**src/swsfd_pkg.sv**
```systemverilog
// Shared constants, codes and types for the single-wire sensor frame decoder.
package swsfd_pkg;

    localparam int FRAME_BYTES_DEF = 5;

    localparam int MAX_W   = 10;
    localparam int THR_W   = 10;
    localparam int LEAD_W  = 4;
    localparam int FRAME_W = 7;
    localparam int WIDTH_W = 11;
    localparam int CFG_IDX_W  = 2;
    localparam int CFG_DATA_W = 10;
    localparam int STATUS_W = 2;
    localparam int BYTE_W = 8;

    localparam logic [MAX_W-1:0]   MAX_PULSE_RST = 10'd255;
    localparam logic [THR_W-1:0]   ONE_THR_RST   = 10'd28;
    localparam logic [LEAD_W-1:0]  LEAD_RST      = 4'd3;
    localparam logic [FRAME_W-1:0] FRAME_RST     = 7'd83;

    localparam logic [CFG_IDX_W-1:0] CFG_MAX_PULSE = 2'd0;
    localparam logic [CFG_IDX_W-1:0] CFG_ONE_THR   = 2'd1;
    localparam logic [CFG_IDX_W-1:0] CFG_LEAD      = 2'd2;
    localparam logic [CFG_IDX_W-1:0] CFG_FRAME     = 2'd3;

    localparam logic REQ_START  = 1'b0;
    localparam logic REQ_SAMPLE = 1'b1;

    localparam logic [STATUS_W-1:0] ST_OK         = 2'd0;
    localparam logic [STATUS_W-1:0] ST_TIMEOUT    = 2'd1;
    localparam logic [STATUS_W-1:0] ST_ZERO_WIDTH = 2'd2;
    localparam logic [STATUS_W-1:0] ST_MISMATCH   = 2'd3;

    // Event handed from the decoder to the output stage.
    typedef struct packed {
        logic                is_frame;
        logic [STATUS_W-1:0] err_status;
    } t_event;

    localparam int EVENT_W = $bits(t_event);

endpackage

```
**src/single_wire_sensor_frame_decoder_core.sv**
```systemverilog
// Top level of the single-wire sensor frame decoder.
// Decodes a temperature and humidity sensor frame from one line sample per
// transaction. A start transaction arms capture; each sample transaction then
// measures pulse widths, turns high pulses after the lead-in into data bits
// and, at the configured pulse count, checks the checksum. One transaction is
// accepted every clock cycle whenever the two-entry event queue between the
// pulse decoder and the output register has room, so the sustained rate is one
// sample per cycle while results are taken. A result is registered in the event
// queue when the sample that causes it is accepted, and moves on into the output
// register once that register is empty or its result is being taken. Configuration
// writes take effect at the next edge and should be made while no frame is being
// captured. There is no clearing pass after reset.
module single_wire_sensor_frame_decoder_core #(
    parameter int FRAME_BYTES = swsfd_pkg::FRAME_BYTES_DEF
) (
    input  logic                              i_clk,
    input  logic                              i_rst_n,
    input  logic                              i_cfg_we,
    input  logic [swsfd_pkg::CFG_IDX_W-1:0]   i_cfg_idx,
    input  logic [swsfd_pkg::CFG_DATA_W-1:0]  i_cfg_data,
    input  logic                              i_valid,
    output logic                              o_ready,
    input  logic                              i_req_type,
    input  logic                              i_pin_level,
    output logic                              o_valid,
    input  logic                              i_ready,
    output logic [swsfd_pkg::STATUS_W-1:0]    o_status,
    output logic [swsfd_pkg::BYTE_W-1:0]      o_humidity_whole,
    output logic [swsfd_pkg::BYTE_W-1:0]      o_humidity_fraction,
    output logic [swsfd_pkg::BYTE_W-1:0]      o_temperature_whole,
    output logic [swsfd_pkg::BYTE_W-1:0]      o_temperature_fraction,
    output logic [swsfd_pkg::BYTE_W-1:0]      o_checksum_byte
);
    import swsfd_pkg::*;

    localparam int FB_BITS = FRAME_BYTES * 8;
    localparam int QW = EVENT_W + FB_BITS;

    logic               q_full;
    logic               q_nonempty;
    logic               q_push;
    logic               q_pop;
    t_event             push_event;
    logic [FB_BITS-1:0] push_bits;
    logic [QW-1:0]      q_head;
    t_event             head_event;
    logic [FB_BITS-1:0] head_bits;

    swsfd_front #(
        .FRAME_BYTES(FRAME_BYTES)
    ) u_front (
        .i_clk      (i_clk),
        .i_rst_n    (i_rst_n),
        .i_cfg_we   (i_cfg_we),
        .i_cfg_idx  (i_cfg_idx),
        .i_cfg_data (i_cfg_data),
        .i_valid    (i_valid),
        .o_ready    (o_ready),
        .i_req_type (i_req_type),
        .i_pin_level(i_pin_level),
        .i_q_full   (q_full),
        .o_push     (q_push),
        .o_event    (push_event),
        .o_bits     (push_bits)
    );

    swsfd_queue #(
        .W(QW)
    ) u_queue (
        .i_clk     (i_clk),
        .i_rst_n   (i_rst_n),
        .i_push    (q_push),
        .i_data    ({push_event, push_bits}),
        .o_full    (q_full),
        .o_nonempty(q_nonempty),
        .i_pop     (q_pop),
        .o_data    (q_head)
    );

    assign head_event = t_event'(q_head[QW-1:FB_BITS]);
    assign head_bits  = q_head[FB_BITS-1:0];

    swsfd_back #(
        .FRAME_BYTES(FRAME_BYTES)
    ) u_back (
        .i_clk                 (i_clk),
        .i_rst_n               (i_rst_n),
        .i_q_nonempty          (q_nonempty),
        .o_q_pop               (q_pop),
        .i_event               (head_event),
        .i_bits                (head_bits),
        .o_valid               (o_valid),
        .i_ready               (i_ready),
        .o_status              (o_status),
        .o_humidity_whole      (o_humidity_whole),
        .o_humidity_fraction   (o_humidity_fraction),
        .o_temperature_whole   (o_temperature_whole),
        .o_temperature_fraction(o_temperature_fraction),
        .o_checksum_byte       (o_checksum_byte)
    );

    // Only an accepted sample can create an event.
    a_push_needs_accept: assert property (@(posedge i_clk) disable iff (!i_rst_n)
        q_push |-> (i_valid && o_ready && (i_req_type == REQ_SAMPLE)))
        else $error("event pushed without an accepted sample");

endmodule

```
**src/swsfd_front.sv**
```systemverilog
// Pulse-width decoder: configuration registers, capture state and bit assembly.
module swsfd_front #(
    parameter int FRAME_BYTES = swsfd_pkg::FRAME_BYTES_DEF
) (
    input  logic                              i_clk,
    input  logic                              i_rst_n,
    input  logic                              i_cfg_we,
    input  logic [swsfd_pkg::CFG_IDX_W-1:0]   i_cfg_idx,
    input  logic [swsfd_pkg::CFG_DATA_W-1:0]  i_cfg_data,
    input  logic                              i_valid,
    output logic                              o_ready,
    input  logic                              i_req_type,
    input  logic                              i_pin_level,
    input  logic                              i_q_full,
    output logic                              o_push,
    output swsfd_pkg::t_event                 o_event,
    output logic [FRAME_BYTES*8-1:0]          o_bits
);
    import swsfd_pkg::*;

    localparam int FB_BITS = FRAME_BYTES * 8;
    localparam int BCW = $clog2(FB_BITS + 1);
    localparam int KW = BCW - 3;

    logic [MAX_W-1:0]   r_max_pulse;
    logic [THR_W-1:0]   r_one_thr;
    logic [LEAD_W-1:0]  r_lead;
    logic [FRAME_W-1:0] r_frame_pulses;

    logic               r_capturing, n_capturing;
    logic               r_level, n_level;
    logic [WIDTH_W-1:0] r_width, n_width;
    logic [FRAME_W-1:0] r_pulse, n_pulse;
    logic [BCW-1:0]     r_bit_cnt, n_bit_cnt;
    logic [FB_BITS-1:0] r_frame, n_frame;

    logic               accept;
    logic [WIDTH_W-1:0] width_inc;
    logic [FRAME_W-1:0] pulse_inc;
    logic               take_bit;
    logic               data_bit;
    logic [FB_BITS-1:0] frame_put;
    logic               room;

    assign o_ready   = !i_q_full;
    assign accept    = i_valid && o_ready;
    assign width_inc = r_width + WIDTH_W'(1);
    assign pulse_inc = r_pulse + FRAME_W'(1);
    // The ending pulse was high when the new sample is low.
    assign take_bit  = (r_pulse >= FRAME_W'(r_lead)) && !i_pin_level;
    assign data_bit  = r_width > WIDTH_W'(r_one_thr);
    assign room      = r_bit_cnt < BCW'(FB_BITS);

    always_comb begin
        frame_put = r_frame;
        for (int j = 0; j < FRAME_BYTES; j++) begin
            if (room && (r_bit_cnt[BCW-1:3] == KW'(j))) begin
                frame_put[j*8 +: 8] = {r_frame[j*8 +: 7], data_bit};
            end
        end
    end

    always_comb begin
        n_capturing = r_capturing;
        n_level     = r_level;
        n_width     = r_width;
        n_pulse     = r_pulse;
        n_bit_cnt   = r_bit_cnt;
        n_frame     = r_frame;
        o_push      = 1'b0;
        o_event     = '{is_frame: 1'b0, err_status: ST_TIMEOUT};
        o_bits      = '0;
        if (accept) begin
            if (i_req_type == REQ_START) begin
                n_capturing = 1'b1;
                n_level     = i_pin_level;
                n_width     = '0;
                n_pulse     = '0;
                n_bit_cnt   = '0;
                n_frame     = '0;
            end else if (r_capturing) begin
                if (i_pin_level == r_level) begin
                    n_width = width_inc;
                    if (width_inc > WIDTH_W'(r_max_pulse)) begin
                        n_capturing = 1'b0;
                        o_push      = 1'b1;
                    end
                end else if (r_width == '0) begin
                    n_capturing = 1'b0;
                    o_push      = 1'b1;
                    o_event     = '{is_frame: 1'b0, err_status: ST_ZERO_WIDTH};
                end else begin
                    n_level = i_pin_level;
                    n_pulse = pulse_inc;
                    if (take_bit) begin
                        n_frame = frame_put;
                        if (room) begin
                            n_bit_cnt = r_bit_cnt + BCW'(1);
                        end
                    end
                    if ((pulse_inc >= r_frame_pulses) || (pulse_inc == '0)) begin
                        n_capturing = 1'b0;
                        o_push      = 1'b1;
                        o_event     = '{is_frame: 1'b1, err_status: ST_OK};
                        o_bits      = take_bit ? frame_put : r_frame;
                    end else begin
                        n_width = WIDTH_W'(1);
                        if (r_max_pulse == '0) begin
                            n_capturing = 1'b0;
                            o_push      = 1'b1;
                        end
                    end
                end
            end
        end
    end

    always_ff @(posedge i_clk) begin
        if (!i_rst_n) begin
            r_max_pulse    <= MAX_PULSE_RST;
            r_one_thr      <= ONE_THR_RST;
            r_lead         <= LEAD_RST;
            r_frame_pulses <= FRAME_RST;
        end else if (i_cfg_we) begin
            case (i_cfg_idx)
                CFG_MAX_PULSE: r_max_pulse    <= i_cfg_data[MAX_W-1:0];
                CFG_ONE_THR:   r_one_thr      <= i_cfg_data[THR_W-1:0];
                CFG_LEAD:      r_lead         <= i_cfg_data[LEAD_W-1:0];
                CFG_FRAME:     r_frame_pulses <= i_cfg_data[FRAME_W-1:0];
                default: ;
            endcase
        end
    end

    always_ff @(posedge i_clk) begin
        if (!i_rst_n) begin
            r_capturing <= 1'b0;
            r_level     <= 1'b1;
            r_width     <= '0;
            r_pulse     <= '0;
            r_bit_cnt   <= '0;
            r_frame     <= '0;
        end else begin
            r_capturing <= n_capturing;
            r_level     <= n_level;
            r_width     <= n_width;
            r_pulse     <= n_pulse;
            r_bit_cnt   <= n_bit_cnt;
            r_frame     <= n_frame;
        end
    end

    // Every reported event ends the capture.
    a_push_stops: assert property (@(posedge i_clk) disable iff (!i_rst_n)
        o_push |=> !r_capturing)
        else $error("capture still armed after a reported event");

    // The bit counter never runs past the frame buffer.
    a_bit_cnt_range: assert property (@(posedge i_clk) disable iff (!i_rst_n)
        r_bit_cnt <= BCW'(FB_BITS))
        else $error("bit counter beyond frame buffer");

endmodule

```
**src/swsfd_queue.sv**
```systemverilog
// Two-entry event queue between the decoder and the output stage.
module swsfd_queue #(
    parameter int W = 8
) (
    input  logic         i_clk,
    input  logic         i_rst_n,
    input  logic         i_push,
    input  logic [W-1:0] i_data,
    output logic         o_full,
    output logic         o_nonempty,
    input  logic         i_pop,
    output logic [W-1:0] o_data
);
    localparam int DEPTH = 2;
    localparam int PW = $clog2(DEPTH);
    localparam int CW = $clog2(DEPTH + 1);

    logic [W-1:0]  r_mem [DEPTH];
    logic [PW-1:0] r_wr_ptr;
    logic [PW-1:0] r_rd_ptr;
    logic [CW-1:0] r_count;

    assign o_full     = r_count == CW'(DEPTH);
    assign o_nonempty = r_count != '0;
    assign o_data     = r_mem[r_rd_ptr];

    always_ff @(posedge i_clk) begin
        if (i_push) begin
            r_mem[r_wr_ptr] <= i_data;
        end
    end

    always_ff @(posedge i_clk) begin
        if (!i_rst_n) begin
            r_wr_ptr <= '0;
            r_rd_ptr <= '0;
            r_count  <= '0;
        end else begin
            if (i_push) begin
                r_wr_ptr <= r_wr_ptr + PW'(1);
            end
            if (i_pop) begin
                r_rd_ptr <= r_rd_ptr + PW'(1);
            end
            r_count <= r_count + CW'(i_push) - CW'(i_pop);
        end
    end

    a_no_overflow: assert property (@(posedge i_clk) disable iff (!i_rst_n)
        o_full && !i_pop |-> !i_push)
        else $error("push into a full queue");

endmodule

```
**src/swsfd_back.sv**
```systemverilog
// Output stage: checksum check, field formatting and the result register.
module swsfd_back #(
    parameter int FRAME_BYTES = swsfd_pkg::FRAME_BYTES_DEF
) (
    input  logic                              i_clk,
    input  logic                              i_rst_n,
    input  logic                              i_q_nonempty,
    output logic                              o_q_pop,
    input  swsfd_pkg::t_event                 i_event,
    input  logic [FRAME_BYTES*8-1:0]          i_bits,
    output logic                              o_valid,
    input  logic                              i_ready,
    output logic [swsfd_pkg::STATUS_W-1:0]    o_status,
    output logic [swsfd_pkg::BYTE_W-1:0]      o_humidity_whole,
    output logic [swsfd_pkg::BYTE_W-1:0]      o_humidity_fraction,
    output logic [swsfd_pkg::BYTE_W-1:0]      o_temperature_whole,
    output logic [swsfd_pkg::BYTE_W-1:0]      o_temperature_fraction,
    output logic [swsfd_pkg::BYTE_W-1:0]      o_checksum_byte
);
    import swsfd_pkg::*;

    logic                r_valid;
    logic [STATUS_W-1:0] r_status;
    logic [BYTE_W-1:0]   r_data [4];
    logic [BYTE_W-1:0]   r_chk;

    logic [BYTE_W-1:0]   sum;
    logic [BYTE_W-1:0]   chk;
    logic [BYTE_W-1:0]   data [4];
    logic [STATUS_W-1:0] status;

    assign chk = i_bits[(FRAME_BYTES-1)*8 +: 8];

    always_comb begin
        sum = '0;
        for (int k = 0; k < FRAME_BYTES - 1; k++) begin
            sum = sum + i_bits[k*8 +: 8];
        end
    end

    // Data fields for bytes that belong to the checksum position or beyond read as zero.
    always_comb begin
        for (int k = 0; k < 4; k++) begin
            data[k] = '0;
            if (k < FRAME_BYTES - 1) begin
                data[k] = i_bits[k*8 +: 8];
            end
        end
    end

    assign status  = i_event.is_frame ? ((sum == chk) ? ST_OK : ST_MISMATCH)
                                      : i_event.err_status;
    assign o_q_pop = i_q_nonempty && (!r_valid || i_ready);

    always_ff @(posedge i_clk) begin
        if (!i_rst_n) begin
            r_valid <= 1'b0;
        end else if (o_q_pop) begin
            r_valid <= 1'b1;
        end else if (i_ready) begin
            r_valid <= 1'b0;
        end
    end

    always_ff @(posedge i_clk) begin
        if (o_q_pop) begin
            r_status <= status;
            r_data   <= data;
            r_chk    <= chk;
        end
    end

    assign o_valid                = r_valid;
    assign o_status               = r_status;
    assign o_humidity_whole       = r_data[0];
    assign o_humidity_fraction    = r_data[1];
    assign o_temperature_whole    = r_data[2];
    assign o_temperature_fraction = r_data[3];
    assign o_checksum_byte        = r_chk;

    a_pop_loads: assert property (@(posedge i_clk) disable iff (!i_rst_n)
        o_q_pop |=> r_valid)
        else $error("result register empty after a queue pop");

endmodule
```
**config.mk**
```make
export PLATFORM = sky130hd
export DESIGN_NAME = single_wire_sensor_frame_decoder_core
export DESIGN_NICKNAME = d
export VERILOG_FILES = /design/src/swsfd_pkg.sv /design/src/single_wire_sensor_frame_decoder_core.sv /design/src/swsfd_front.sv /design/src/swsfd_queue.sv /design/src/swsfd_back.sv
export SDC_FILE = /design/constraint.sdc
export NUM_CORES = 1
export LEC_CHECK = 0
export ABC_CLOCK_PERIOD_IN_PS = 5500
export BUFFER_PORTS_ARGS = -buffer_cell sky130_fd_sc_hd__buf_2
export CORE_UTILIZATION = 61
export CTS_CLUSTER_DIAMETER = 30
export DETAILED_ROUTE_END_ITERATION = 10
export PLACE_DENSITY = 0.86
export SLEW_MARGIN = 20
export SYNTH_ARGS = -nofsm -noshare
export SYNTH_HDL_FRONTEND = slang
export SYNTH_SLANG_ARGS = --single-unit
```
**constraint.sdc**
```tcl
create_clock -name i_clk -period 5.5 [get_ports i_clk]
set_input_delay 0.55 -clock i_clk [delete_from_list [all_inputs] [get_ports i_clk]]
set_output_delay 0.55 -clock i_clk [all_outputs]
set_load 0.1 [all_outputs]
```
==> results of run 1 <==
per-layer routing:
layer | GRT usage | vias to the layer above | share of wire
met3 | 0.0433 | 85 | 0.065
met1 | 0.352 | 3784 | 0.40
met4 | 0.140 | 0 | 0.039
met2 | 0.475 | 378 | 0.50
met5 | 0 | - | 0
li1 | - | 3659 | -
per-stage QoR:
stage / area [sq um] / hold WS [ns]
final: 13000 / 0.294
after global routing: 13000 / 0.306
after floorplan: 10900 / 0.429
after CTS: 13000 / 0.286
after global placement: 11400 / 0.440
after detailed placement: 11400 / 0.444
cell type report:
cell class	instances	area share
inverters	63	0.0182
flip-flops and latches	231	0.456
multi-input cells	633	0.358
clock buffers	48	0.0860
well taps	225	0.0217
repair buffers	70	0.0286
clock inverters	30	0.0322
layout by cell type, fill, tap and decap left out, types with 7 or more instances in the layout:
| cell type | instances |
|---|---|
| sky130_fd_sc_hd__edfxtp_1 | 128 |
| sky130_fd_sc_hd__nand2_1 | 121 |
| sky130_fd_sc_hd__dfxtp_1 | 102 |
| sky130_fd_sc_hd__nor2_1 | 64 |
| sky130_fd_sc_hd__inv_1 | 63 |
| sky130_fd_sc_hd__buf_2 | 62 |
| sky130_fd_sc_hd__mux2i_1 | 49 |
| sky130_fd_sc_hd__ha_1 | 43 |
| sky130_fd_sc_hd__clkbuf_16 | 43 |
| sky130_fd_sc_hd__mux2_2 | 36 |
| sky130_fd_sc_hd__nand3_1 | 25 |
| sky130_fd_sc_hd__o21ai_0 | 25 |
| sky130_fd_sc_hd__o2bb2ai_1 | 22 |
| sky130_fd_sc_hd__a21oi_1 | 20 |
| sky130_fd_sc_hd__nor2b_1 | 16 |
| sky130_fd_sc_hd__xnor2_1 | 16 |
| sky130_fd_sc_hd__o211ai_1 | 14 |
| sky130_fd_sc_hd__fa_1 | 14 |
| sky130_fd_sc_hd__nand4_1 | 12 |
| sky130_fd_sc_hd__a21boi_0 | 12 |
| sky130_fd_sc_hd__nor3_1 | 10 |
| sky130_fd_sc_hd__and2_1 | 10 |
| sky130_fd_sc_hd__a32o_1 | 9 |
| sky130_fd_sc_hd__xor2_1 | 8 |
| sky130_fd_sc_hd__o21a_1 | 8 |
| sky130_fd_sc_hd__o22ai_1 | 8 |
| sky130_fd_sc_hd__bufinv_16 | 8 |
| sky130_fd_sc_hd__buf_4 | 8 |
| sky130_fd_sc_hd__and3_1 | 7 |
state kept, by name, summed over array words and instances, names as in the netlist, 2 cells and up, named ones only:
name and flops:
u_back.o_temperature_whole 8, u_front.r_lead 4, u_front.r_one_thr 10, u_back.o_humidity_whole 8, u_front.r_max_pulse 10, u_back.o_checksum_byte 8
u_front.r_width 11, u_queue.r_count 2, u_back.o_status 2, u_back.o_humidity_fraction 8, u_back.o_temperature_fraction 8, u_front.r_bit_cnt 6
u_front.r_frame 40, u_front.r_pulse 7, u_queue.r_mem 86, u_front.r_frame_pulses 7
worst paths after layout:
| check | startpoint | endpoint |
|---|---|---|
| max | register | u_back.o_status[1]$_DFFE_PP_ |
| max reg2reg | register | u_back.o_status[1]$_DFFE_PP_ |
| min reg2reg | u_front.r_frame[15]$_SDFFE_PN0P_ | u_front.r_frame[15]$_SDFFE_PN0P_ |
| min | i_cfg_data[8] | u_front.r_max_pulse[8]$_SDFFE_PN0P_ |
worst register-to-register path, cell delays in order (launching register included):
cell                      delay, ns
sky130_fd_sc_hd__dfxtp_2       0.53
sky130_fd_sc_hd__mux2_2        0.42
sky130_fd_sc_hd__fa_1          0.54
sky130_fd_sc_hd__inv_1         0.06
sky130_fd_sc_hd__fa_1          0.52
sky130_fd_sc_hd__inv_1         0.06
sky130_fd_sc_hd__ha_1          0.23
sky130_fd_sc_hd__fa_1          0.42
sky130_fd_sc_hd__a21o_1        0.18
sky130_fd_sc_hd__a21oi_1       0.23
sky130_fd_sc_hd__xnor3_1       0.27
sky130_fd_sc_hd__nor4b_1       0.46
sky130_fd_sc_hd__and4b_1       0.33
sky130_fd_sc_hd__nor4_1        0.10
cell families after synthesis:
logic type | Yosys count
and+or+nand+nor | 306
DFF | 231
buffers and inverters | 104
muxes | 85
adders and majority gates | 57
xor gates and xnor gates | 28
AOI/OAI and AO/OA | 157
power by group through the flow:
stage                     clock [mW]  sequential, mW  combinational [mW]
after detailed placement           0            2.14                2.36
after global placement             0            2.13                2.27
after CTS                       2.79            2.11                2.43
after floorplan                    0            3.12               0.965
final                           2.77            2.11                2.44
after global routing            2.87            2.13                2.58
==> results.md, run 1 <==
- Antenna violations before repair: 0
- Max-cap check violation count: 0
- Number of buffers created by CTS: 42
- Number of endpoints failing setup at the final stage: 0
- Detail-routed net length per standard cell: 19.1 microns
- Post-synthesis async set-or-reset flop share: 0
- Root cell of the clock tree: sky130_fd_sc_hd__clkbuf_16
- Die width: 136 microns
- Hold-fix buffer count after cts: 0
- Number of buffers inserted to repair setup after CTS: 0
- Worst endpoint required time: 5.76 ns
- Post-synthesis sequential area ratio: 0.541
- Type of the tightest min-delay check: input port to register
- Switching power total: 2.77 mW
- Antenna diode count: 0
- Vias per inst: 6.08
- Portion of total power attributed to combinational logic: 0.334
- Achievable clock frequency: 217 MHz
- Wire length of the first global-routing pass: 40.3 mm
- Setup slack at placement: 1.15 ns
- Cts repair resizes: 0
- Routability-driven placement congestion ratio: 0.918
- Cell family with the largest share of critical-path delay: adder cells
- Startpoint-to-endpoint class of the critical path: register to register
- Post-route total power: 7.31 mW
- Number of optimization iterations in the first detailed-route pass: 5
- Share of the synthesized area in compound gates (AO/OA/AOI/OAI): 0.106
- FF-to-FF path depth: 13
- Flop pwr share: 0.288
- Power Internal: 4.54 mW
- Cell breakdown of the critical path: mux2_2 > fa_1 > inv_1 > fa_1 > inv_1 > ha_1 > fa_1 > a21o_1 > a21oi_1 > xnor3_1 > nor4b_1 > and4b_1 > nor4_1
- Post-Syn Area: 0.0109 sq mm
- Max_slew headroom: 0.422
- Critical path endpoint category: register
- Total power divided by cell area: 564 mW/mm^2
- Critical Path Start Type: register
- I/O Pins: 63
- Fraction of the mapped netlist area in adder cells: 0.0749
- Biggest cell delay along the critical path: 0.54 ns
- Final Routed Wirelength: 24.8 mm
- Clock tree from TritonCTS: built
- Transition at the pin with the smallest max-transition slack: 0.867 ns
- Total die area: 0.0184 sq mm
- Leading register cell type out of synthesis: sky130_fd_sc_hd__edfxtp_1
- Final global-route overflow total: 0
- Core area: 0.0174 sq mm
- Syn Area/Cell: 11.3 sq um
- Layout cells sized above 1: 0.189
- Instance count of the mapped netlist: 968
- Clock net sink count: 231
- Total placed cells including tap cells: 1222
- Die H: 136 microns
- Via count of the routed design: 7906
- Largest net degree at the start of global routing: 55
- Worst-path clk slew: 0.06 ns
- Combinational family with the most area after synthesis: simple AND/OR/NAND/NOR gates
- Count of buffers from port buffering: 62
- Via count of the first global-routing pass: 7858
- Core utilization of the finished layout: 0.744
- Number of nets produced by synthesis: 1044
- Signed area change from the synthesized netlist to the final layout: 18.7%
- Total negative slack: 0 ns
- Final Hold Violating Endpoints: 0
- CP bufs+invs: 2
- Yosys reg bits: 231
- Top cells by area, synth: sky130_fd_sc_hd__edfxtp_1, sky130_fd_sc_hd__dfxtp_1, sky130_fd_sc_hd__ha_1
- Most common cell in the synthesized netlist: sky130_fd_sc_hd__edfxtp_1
- Remaining routing DRC violations: 0
- Starting density of the core: 0.627
- Synth Area in XOR/XNOR: 0.0270
- Part of the total power dissipated in the clock network: 0.378
- Final period util: 0.838
- Count of non-filler cells in the finished layout: 1300
- Final worst slack: 0.892 ns
- First-iteration detailed-routing DRC count: 720
- RSZ-0062 raised after global routing: false
- Worst hold stages: 3
- Area used by multi-input combinational logic: 0.00464 sq mm
- Max rail drop VDD: 632 uV
- Dominant cell type by area after synthesis: sky130_fd_sc_hd__edfxtp_1
- Arrival time worst endpoint: 4.87 ns
- Critical path fanouts, max: 14
- Min Tclk post-route: 4.61 ns
- Post-detailed-route count of antenna-violating nets: 0
- Mux share of post-synthesis cell area: 0.0820
- Reg area: 0.00591 sq mm
- CTS H-tree depth: 2
- Reg-to-reg setup timing slack: 0.89 ns
- Max-slew violation count: 0
- Portion of synthesized cell area occupied by the leading cell type: 0.352
- EDFF count, synth: 128
- Number of fillers in the final layout: 1070
- Clock latency reported for the late side of the worst-skew pair: 0.53 ns
- Reported leakage power: 5.16 nW
- Number of nets in the layout: 1117
- Slowest stage cell on the critical path: sky130_fd_sc_hd__fa_1
- Switching share of power: 0.378
- Critical path's most frequent cell: sky130_fd_sc_hd__fa_1
- Max Buffers Root-to-Sink: 3
- Total number of placement rows: 48
- Outcome: finished, final reports clean
- Estimated wirelength of the detail-placed design: 15.6 mm
- Post-route clock skew: 0.0230 ns
- Synth warnings: 0
- Post-Synth Simple-Gate Area: 0.133
- Library cells used by synthesis: 66
- Top cells by count, synth: sky130_fd_sc_hd__edfxtp_1, sky130_fd_sc_hd__nand2_1, sky130_fd_sc_hd__dfxtp_1
- Stages on worst setup path: 13
- Total Routing Usage GR: 0.282
Note: power is estimated with default switching activity, not from simulation.
==> run 2, diff against run 1 <==
- ABC_CLOCK_PERIOD_IN_PS: 5500 -> 3800
- CORE_UTILIZATION: 61 -> 55
- PLACE_DENSITY: 0.86 -> 0.82
- clock period: 5.5 -> 3.8 ns (I/O delays scaled with it)
==> run 2 against run 1 <==
The run now ends with negative setup slack left. Sequential power is 43% higher. Final cell count grew 4.5%. Clock power increased by 39%. Critical path depth increased by 2. Critical path type unchanged. Largest cell class unchanged.
==> results.md, run 2 (synthesized netlist as in run 1, its figures left out) <==
- Critical path fanouts, max: 6
- Final worst slack: -0.308 ns
- Reported leakage power: 5.26 nW
- Cell family with the largest share of critical-path delay: adder cells
- Via count of the routed design: 7706
- Estimated wirelength of the detail-placed design: 15.4 mm
- CTS H-tree depth: 2
- Cell breakdown of the critical path: buf_6 > mux2_4 > fa_1 > inv_2 > fa_1 > inv_2 > ha_4 > fa_2 > a21o_1 > a21oi_2 > o21bai_1 > a21oi_1 > xor2_1 > and4_1 > nor4_1
- Slowest stage cell on the critical path: sky130_fd_sc_hd__fa_1
- Final global-route overflow total: 0
- Via count of the first global-routing pass: 7615
- Count of buffers from port buffering: 62
- Setup slack at placement: -0.174 ns
- Number of optimization iterations in the first detailed-route pass: 5
- Critical path endpoint category: register
- Part of the total power dissipated in the clock network: 0.359
- Final Routed Wirelength: 24.1 mm
- Min Tclk post-route: 4.11 ns
- Power Internal: 6.63 mW
- Flop pwr share: 0.282
- Transition at the pin with the smallest max-transition slack: 0.761 ns
- Final period util: 1.08
- Signed area change from the synthesized netlist to the final layout: 21.0%
- First-iteration detailed-routing DRC count: 530
- FF-to-FF path depth: 15
- Endpoint of the lowest-slack register-to-register path: u_back.o_status[0]$_DFFE_PP_
- Most frequent cells in the layout: sky130_fd_sc_hd__edfxtp_1, sky130_fd_sc_hd__nand2_1, sky130_fd_sc_hd__dfxtp_1, sky130_fd_sc_hd__nor2_1, sky130_fd_sc_hd__buf_2
- Layout cells sized above 1: 0.212
- Switching share of power: 0.383
- Launch point of the worst hold path: i_cfg_data[7]
- RSZ-0062 raised after global routing: true
- Total die area: 0.0204 sq mm
- Max_slew headroom: 0.493
- Vias per inst: 5.67
- Die width: 143 microns
- Achievable clock frequency: 243 MHz
- Hold-critical path endpoint: u_front.r_max_pulse[7]$_SDFFE_PN1P_
- Remaining routing DRC violations: 0
- Worst hold-check slack: 0.106 ns
- Switching power total: 4.11 mW
- Antenna violations before repair: 0
- Failing checks: negative setup slack
- Stages on worst setup path: 15
- Number of endpoints failing setup at the final stage: 2
- Clock net sink count: 231
- Root cell of the clock tree: sky130_fd_sc_hd__clkbuf_16
- Registers with the most flip-flops: u_queue.r_mem: 86 flops, u_front.r_frame: 40 flops, u_front.r_width: 11 flops
- Detail-routed net length per standard cell: 17.8 microns
- Post-detailed-route count of antenna-violating nets: 0
- Critical Path Start Type: register
- Routability-driven placement congestion ratio: 0.865
- Commonest non-fill, non-tap cell in the layout: sky130_fd_sc_hd__edfxtp_1
- Number of fillers in the final layout: 1333
- Clock tree from TritonCTS: built
- Worst-path clk slew: 0.05 ns
- Max-slew violation count: 0
- Core area: 0.0195 sq mm
- CP bufs+invs: 3
- Final Hold Violating Endpoints: 0
- Worst hold stages: 3
- Clock latency reported for the late side of the worst-skew pair: 0.53 ns
- I/O Pins: 63
- Largest net degree at the start of global routing: 44
- Max-cap check violation count: 0
- Total Routing Usage GR: 0.244
- Starting density of the core: 0.561
- Total number of placement rows: 51
- Max FFs per register: 86
- Outcome: finished with violations
- Number of buffers created by CTS: 42
- Max rail drop VDD: 504 uV
- Register containing the most flip-flops in the final layout: u_queue.r_mem
- Biggest cell delay along the critical path: 0.53 ns
- Antenna diode count: 0
- Die H: 143 microns
- Wire length of the first global-routing pass: 38.5 mm
- Worst endpoint required time: 4.12 ns
- Post-route clock skew: 0.0316 ns
- Reg-to-reg setup timing slack: -0.31 ns
- Number of nets in the layout: 1137
- Portion of total power attributed to combinational logic: 0.359
- Total power divided by cell area: 812 mW/mm^2
- Type of the tightest min-delay check: input port to register
- Startpoint-to-endpoint class of the critical path: register to register
- Max Buffers Root-to-Sink: 3
- Arrival time worst endpoint: 4.43 ns
[run 2: cell types whose count changed in the layout (fill, tap and decap cells not counted), moves of 2 or more]
cell	delta
sky130_fd_sc_hd__clkinv_4	+2
sky130_fd_sc_hd__a21oi_2	+2
sky130_fd_sc_hd__mux2_4	+3
sky130_fd_sc_hd__nor4b_1	-2
sky130_fd_sc_hd__mux2_2	-3
sky130_fd_sc_hd__buf_4	+17
sky130_fd_sc_hd__a21oi_1	-2
sky130_fd_sc_hd__clkinvlp_4	+2
sky130_fd_sc_hd__inv_1	-2
sky130_fd_sc_hd__buf_12	+2
sky130_fd_sc_hd__inv_6	-4
sky130_fd_sc_hd__inv_2	+2
[run 2: tightest hold or removal path: cells and delay by family]
| family | cells | cell delay [ns] |
|---|---|---|
| compound gates | 1 | 0.07 |
| buf+inv | 1 | 0.10 |
| simple gates | 1 | 0.05 |
[run 2: metal layers]
layer,track usage,share of wire,vias to the layer above
li1,-,-,3676
met1,0.296,0.42,3712
met2,0.415,0.49,252
met3,0.0409,0.050,66
met4,0.126,0.038,0
met5,0,0,-
[run 2: power groups by stage]
stage / clock, mW / sequential (mW) / combinational, mW
after floorplan: 0 / 4.51 / 1.48
after global placement: 0 / 3.07 / 3.42
after detailed placement: 0 / 3.07 / 3.51
after CTS: 3.90 / 3.02 / 3.70
after global routing: 4.02 / 3.05 / 4.06
final: 3.86 / 3.02 / 3.85
[run 2: stage by stage]
step	utilization	cells	power, mW	setup TNS [ns]	cell area (sq um)
5_1_grt	0.679	1358	11.1	-0.857	13200
2_1_floorplan	-	968	6.00	-16.39	11000
4_1_cts	0.678	1358	10.6	-0.293	13200
3_3_place_gp	0.599	1279	6.49	-0.0314	11700
6_report	0.679	1358	10.7	-0.560	13200
3_5_place_dp	0.599	1279	6.59	-0.341	11700
[run 2: worst max path at each step]
stage	from	end	slack (ns)
2_1_floorplan	u_front.r_width[2]$_SDFFE_PN0P_	u_queue.r_mem[0][0]$_DFFE_PP_	-0.19
3_3_place_gp	register	u_back.o_status[1]$_DFFE_PP_	-0.02
3_5_place_dp	register	u_back.o_status[0]$_DFFE_PP_	-0.17
4_1_cts	register	u_back.o_status[0]$_DFFE_PP_	-0.15
5_1_grt	register	u_back.o_status[0]$_DFFE_PP_	-0.44
6_report	register	u_back.o_status[0]$_DFFE_PP_	-0.31
[run 2: area by class of cell]
type | instances | area [sq um] | area share
Timing Repair Buffer | 90 | 549 | 0.0415
Clock inverter | 29 | 384 | 0.0290
Inverter | 63 | 236 | 0.0179
Clock buffer | 47 | 1100 | 0.0833
Tap cell | 265 | 332 | 0.0251
Sequential cell | 231 | 5910 | 0.447
Multi-Input combinational cell | 633 | 4710 | 0.356
[run 2: timing repair]
action / 4_1_cts / 5_1_grt
endpoints found under the setup margin: 2 / 89
buffers inserted: 3 / 0
gates resized for setup: 10 / 5
hold buffers: 0 / 0
pin swaps: 1 / 1
==> run 3, diff against run 2 <==
- CTS_CLUSTER_DIAMETER: 30 -> 60
- MAX_ROUTING_LAYER: unset -> met4
==> run 3 against run 2 <==
The flow still finishes with violations (negative setup slack). Final cell count down 1.5%. Core utilization down 2.5 points. Non-clock buffer count grew 10.
==> results.md, run 3 (synthesized netlist as in run 1, its figures left out) <==
- Outcome: finished with violations
- Failing checks: negative setup slack
- Die H: 143 microns
- FF-to-FF path depth: 15
- Final Hold Violating Endpoints: 0
- Finished Cell Area: 0.0127 sq mm
- Final worst slack: -0.407 ns
- First-iteration detailed-routing DRC count: 515
- Number of nets in the layout: 1130
- Flop pwr share: 0.310
- Post-route total power: 9.72 mW
- Root cell of the clock tree: sky130_fd_sc_hd__clkbuf_16
- Final global-route overflow total: 0
- Post-detailed-route count of antenna-violating nets: 0
- Core area: 0.0195 sq mm
- Max-slew violation count: 0
- Total Routing Usage GR: 0.245
- Max FFs per register: 86
- Switching power total: 3.99 mW
- Max Buffers Root-to-Sink: 3
- Routability-driven placement congestion ratio: 0.868
- Type of the tightest min-delay check: input port to register
- Worst endpoint required time: 4.08 ns
- RSZ-0062 raised after global routing: true
- Placement Cell Area: 0.0117 sq mm
- Via count of the routed design: 7668
- Biggest cell delay along the critical path: 0.55 ns
- Detail-routed net length per standard cell: 18.0 microns
- Portion of total power attributed to combinational logic: 0.437
- Remaining routing DRC violations: 0
- Count of buffers from port buffering: 62
- Max rail drop VDD: 416 uV
- Critical path fanouts, max: 5
- Total placed cells including tap cells: 1280
- Slowest stage cell on the critical path: sky130_fd_sc_hd__fa_1
- Layout cells sized above 1: 0.205
- Wire length of the first global-routing pass: 38.2 mm
- Critical Path Start Type: register
- Number of endpoints failing setup at the final stage: 2
- Startpoint-to-endpoint class of the critical path: register to register
- Switching share of power: 0.410
- Core utilization of the finished layout: 0.655
- Min Tclk post-route: 4.21 ns
- Count of non-filler cells in the finished layout: 1338
- Total number of placement rows: 51
- Total die area: 0.0204 sq mm
- Vias per inst: 5.73
- Hold-fix buffer count after cts: 0
- Via count of the first global-routing pass: 7443
- Estimated wirelength of the detail-placed design: 16.2 mm
- Max_slew headroom: 0.488
- Registers with the most flip-flops: u_queue.r_mem: 86 flops, u_front.r_frame: 40 flops, u_front.r_width: 11 flops
- Max-cap check violation count: 0
- Part of the total power dissipated in the clock network: 0.252
- Final Routed Wirelength: 24.1 mm
- Total power divided by cell area: 763 mW/mm^2
- Post-route clock skew: 0.0239 ns
- Die width: 143 microns
- Register containing the most flip-flops in the final layout: u_queue.r_mem
- I/O Pins: 63
- Final period util: 1.11
- Transition at the pin with the smallest max-transition slack: 0.768 ns
- Cell breakdown of the critical path: buf_6 > mux2_4 > fa_1 > inv_1 > fa_1 > inv_2 > ha_4 > fa_2 > buf_6 > xnor2_4 > xnor2_2 > nor4b_2 > nor4b_4 > and4b_2 > nor4_4
- Launch point of the worst hold path: i_cfg_data[8]
- Clock tree from TritonCTS: built
- Arrival time worst endpoint: 4.49 ns
- Critical path endpoint category: register
- Clock net sink count: 231
- Number of buffers created by CTS: 25
- Most frequent cells in the layout: sky130_fd_sc_hd__edfxtp_1, sky130_fd_sc_hd__nand2_1, sky130_fd_sc_hd__dfxtp_1, sky130_fd_sc_hd__nor2_1, sky130_fd_sc_hd__buf_2
- Starting density of the core: 0.561
- Reported leakage power: 5.04 nW
- Worst-path clk slew: 0.07 ns
- CTS H-tree depth: 1
- Commonest non-fill, non-tap cell in the layout: sky130_fd_sc_hd__edfxtp_1
- Antenna diode count: 0
- Worst hold stages: 3
- Number of optimization iterations in the first detailed-route pass: 5
- Achievable clock frequency: 238 MHz
- Power Internal: 5.73 mW
- Largest net degree at the start of global routing: 44
- Antenna violations before repair: 0
- Clock latency reported for the late side of the worst-skew pair: 0.54 ns
- Signed area change from the synthesized netlist to the final layout: 16.6%
==> run 3: cell types whose count changed in the layout (fill, tap and decap cells not counted), sizes merged <==
cell	delta
clkbuf	-12
buf	+10
clkinv	-7
bufinv	-5
clkinvlp	-4
inv	-2
==> run 3: path summary, 6_finish.rpt <==
check	to	slack [ns]
setup / recovery	u_back.o_status[1]$_DFFE_PP_	-0.41
hold / removal	u_front.r_max_pulse[8]$_SDFFE_PN0P_	0.12
setup reg to reg	u_back.o_status[1]$_DFFE_PP_	-0.41
hold reg to reg	u_front.r_frame[15]$_SDFFE_PN0P_	0.46
==> run 3: metrics by stage <==
stage / setup TNS (ns) / hold slack, ns / setup slack (ns)
2_1_floorplan: -16.39 / 0.429 / -0.188
3_3_place_gp: -0.0129 / 0.436 / -0.00742
3_5_place_dp: -0.390 / 0.449 / -0.196
4_1_cts: -0.293 / 0.106 / -0.147
5_1_grt: -0.997 / 0.119 / -0.500
6_report: -0.813 / 0.119 / -0.407
==> run 3: critical path, delay by kind of cell (launching register included) <==
family | cells | cell delay [ns]
flip-flops | 1 | 0.38
buffers and inverters | 4 | 0.38
XOR/XNOR | 2 | 0.30
adder cells (fa/ha/maj) | 4 | 1.62
multiplexers | 1 | 0.30
AND/OR/NAND/NOR | 4 | 0.97
==> run 3: final cells by class <==
type | instances | area [sq um]
inverters | 63 | 236
repair buffers | 100 | 628
fillers | 1422 | 6720
clock inverters | 11 | 129
clock buffers | 35 | 714
well taps | 265 | 332
flip-flops and latches | 231 | 5910
multi-input cells | 633 | 4790
==> run 3: layer usage <==
metal / wire length, microns / part of all wire / GRT usage
met2: 12000 / 0.50 / 0.419
met4: 892 / 0.037 / 0.0815
met5: 0 / 0 / -
met1: 9980 / 0.41 / 0.297
met3: 1240 / 0.051 / 0.0345
==> run 3: repair_timing <==
item,in CTS,in global routing
setup buffers,6,6
pin swaps,11,9
resized for setup,11,18
endpoints found under the setup margin,2,35
==> run 3: power by group through the flow <==
stage          Clock, mW  Combinational (mW)  Sequential, mW
6_report            2.45                4.25            3.02
5_1_grt             2.58                4.44            3.05
4_1_cts             2.48                3.71            3.02
3_5_place_dp           0                3.53            3.07
3_3_place_gp           0                3.43            3.07
2_1_floorplan          0                1.48            4.51
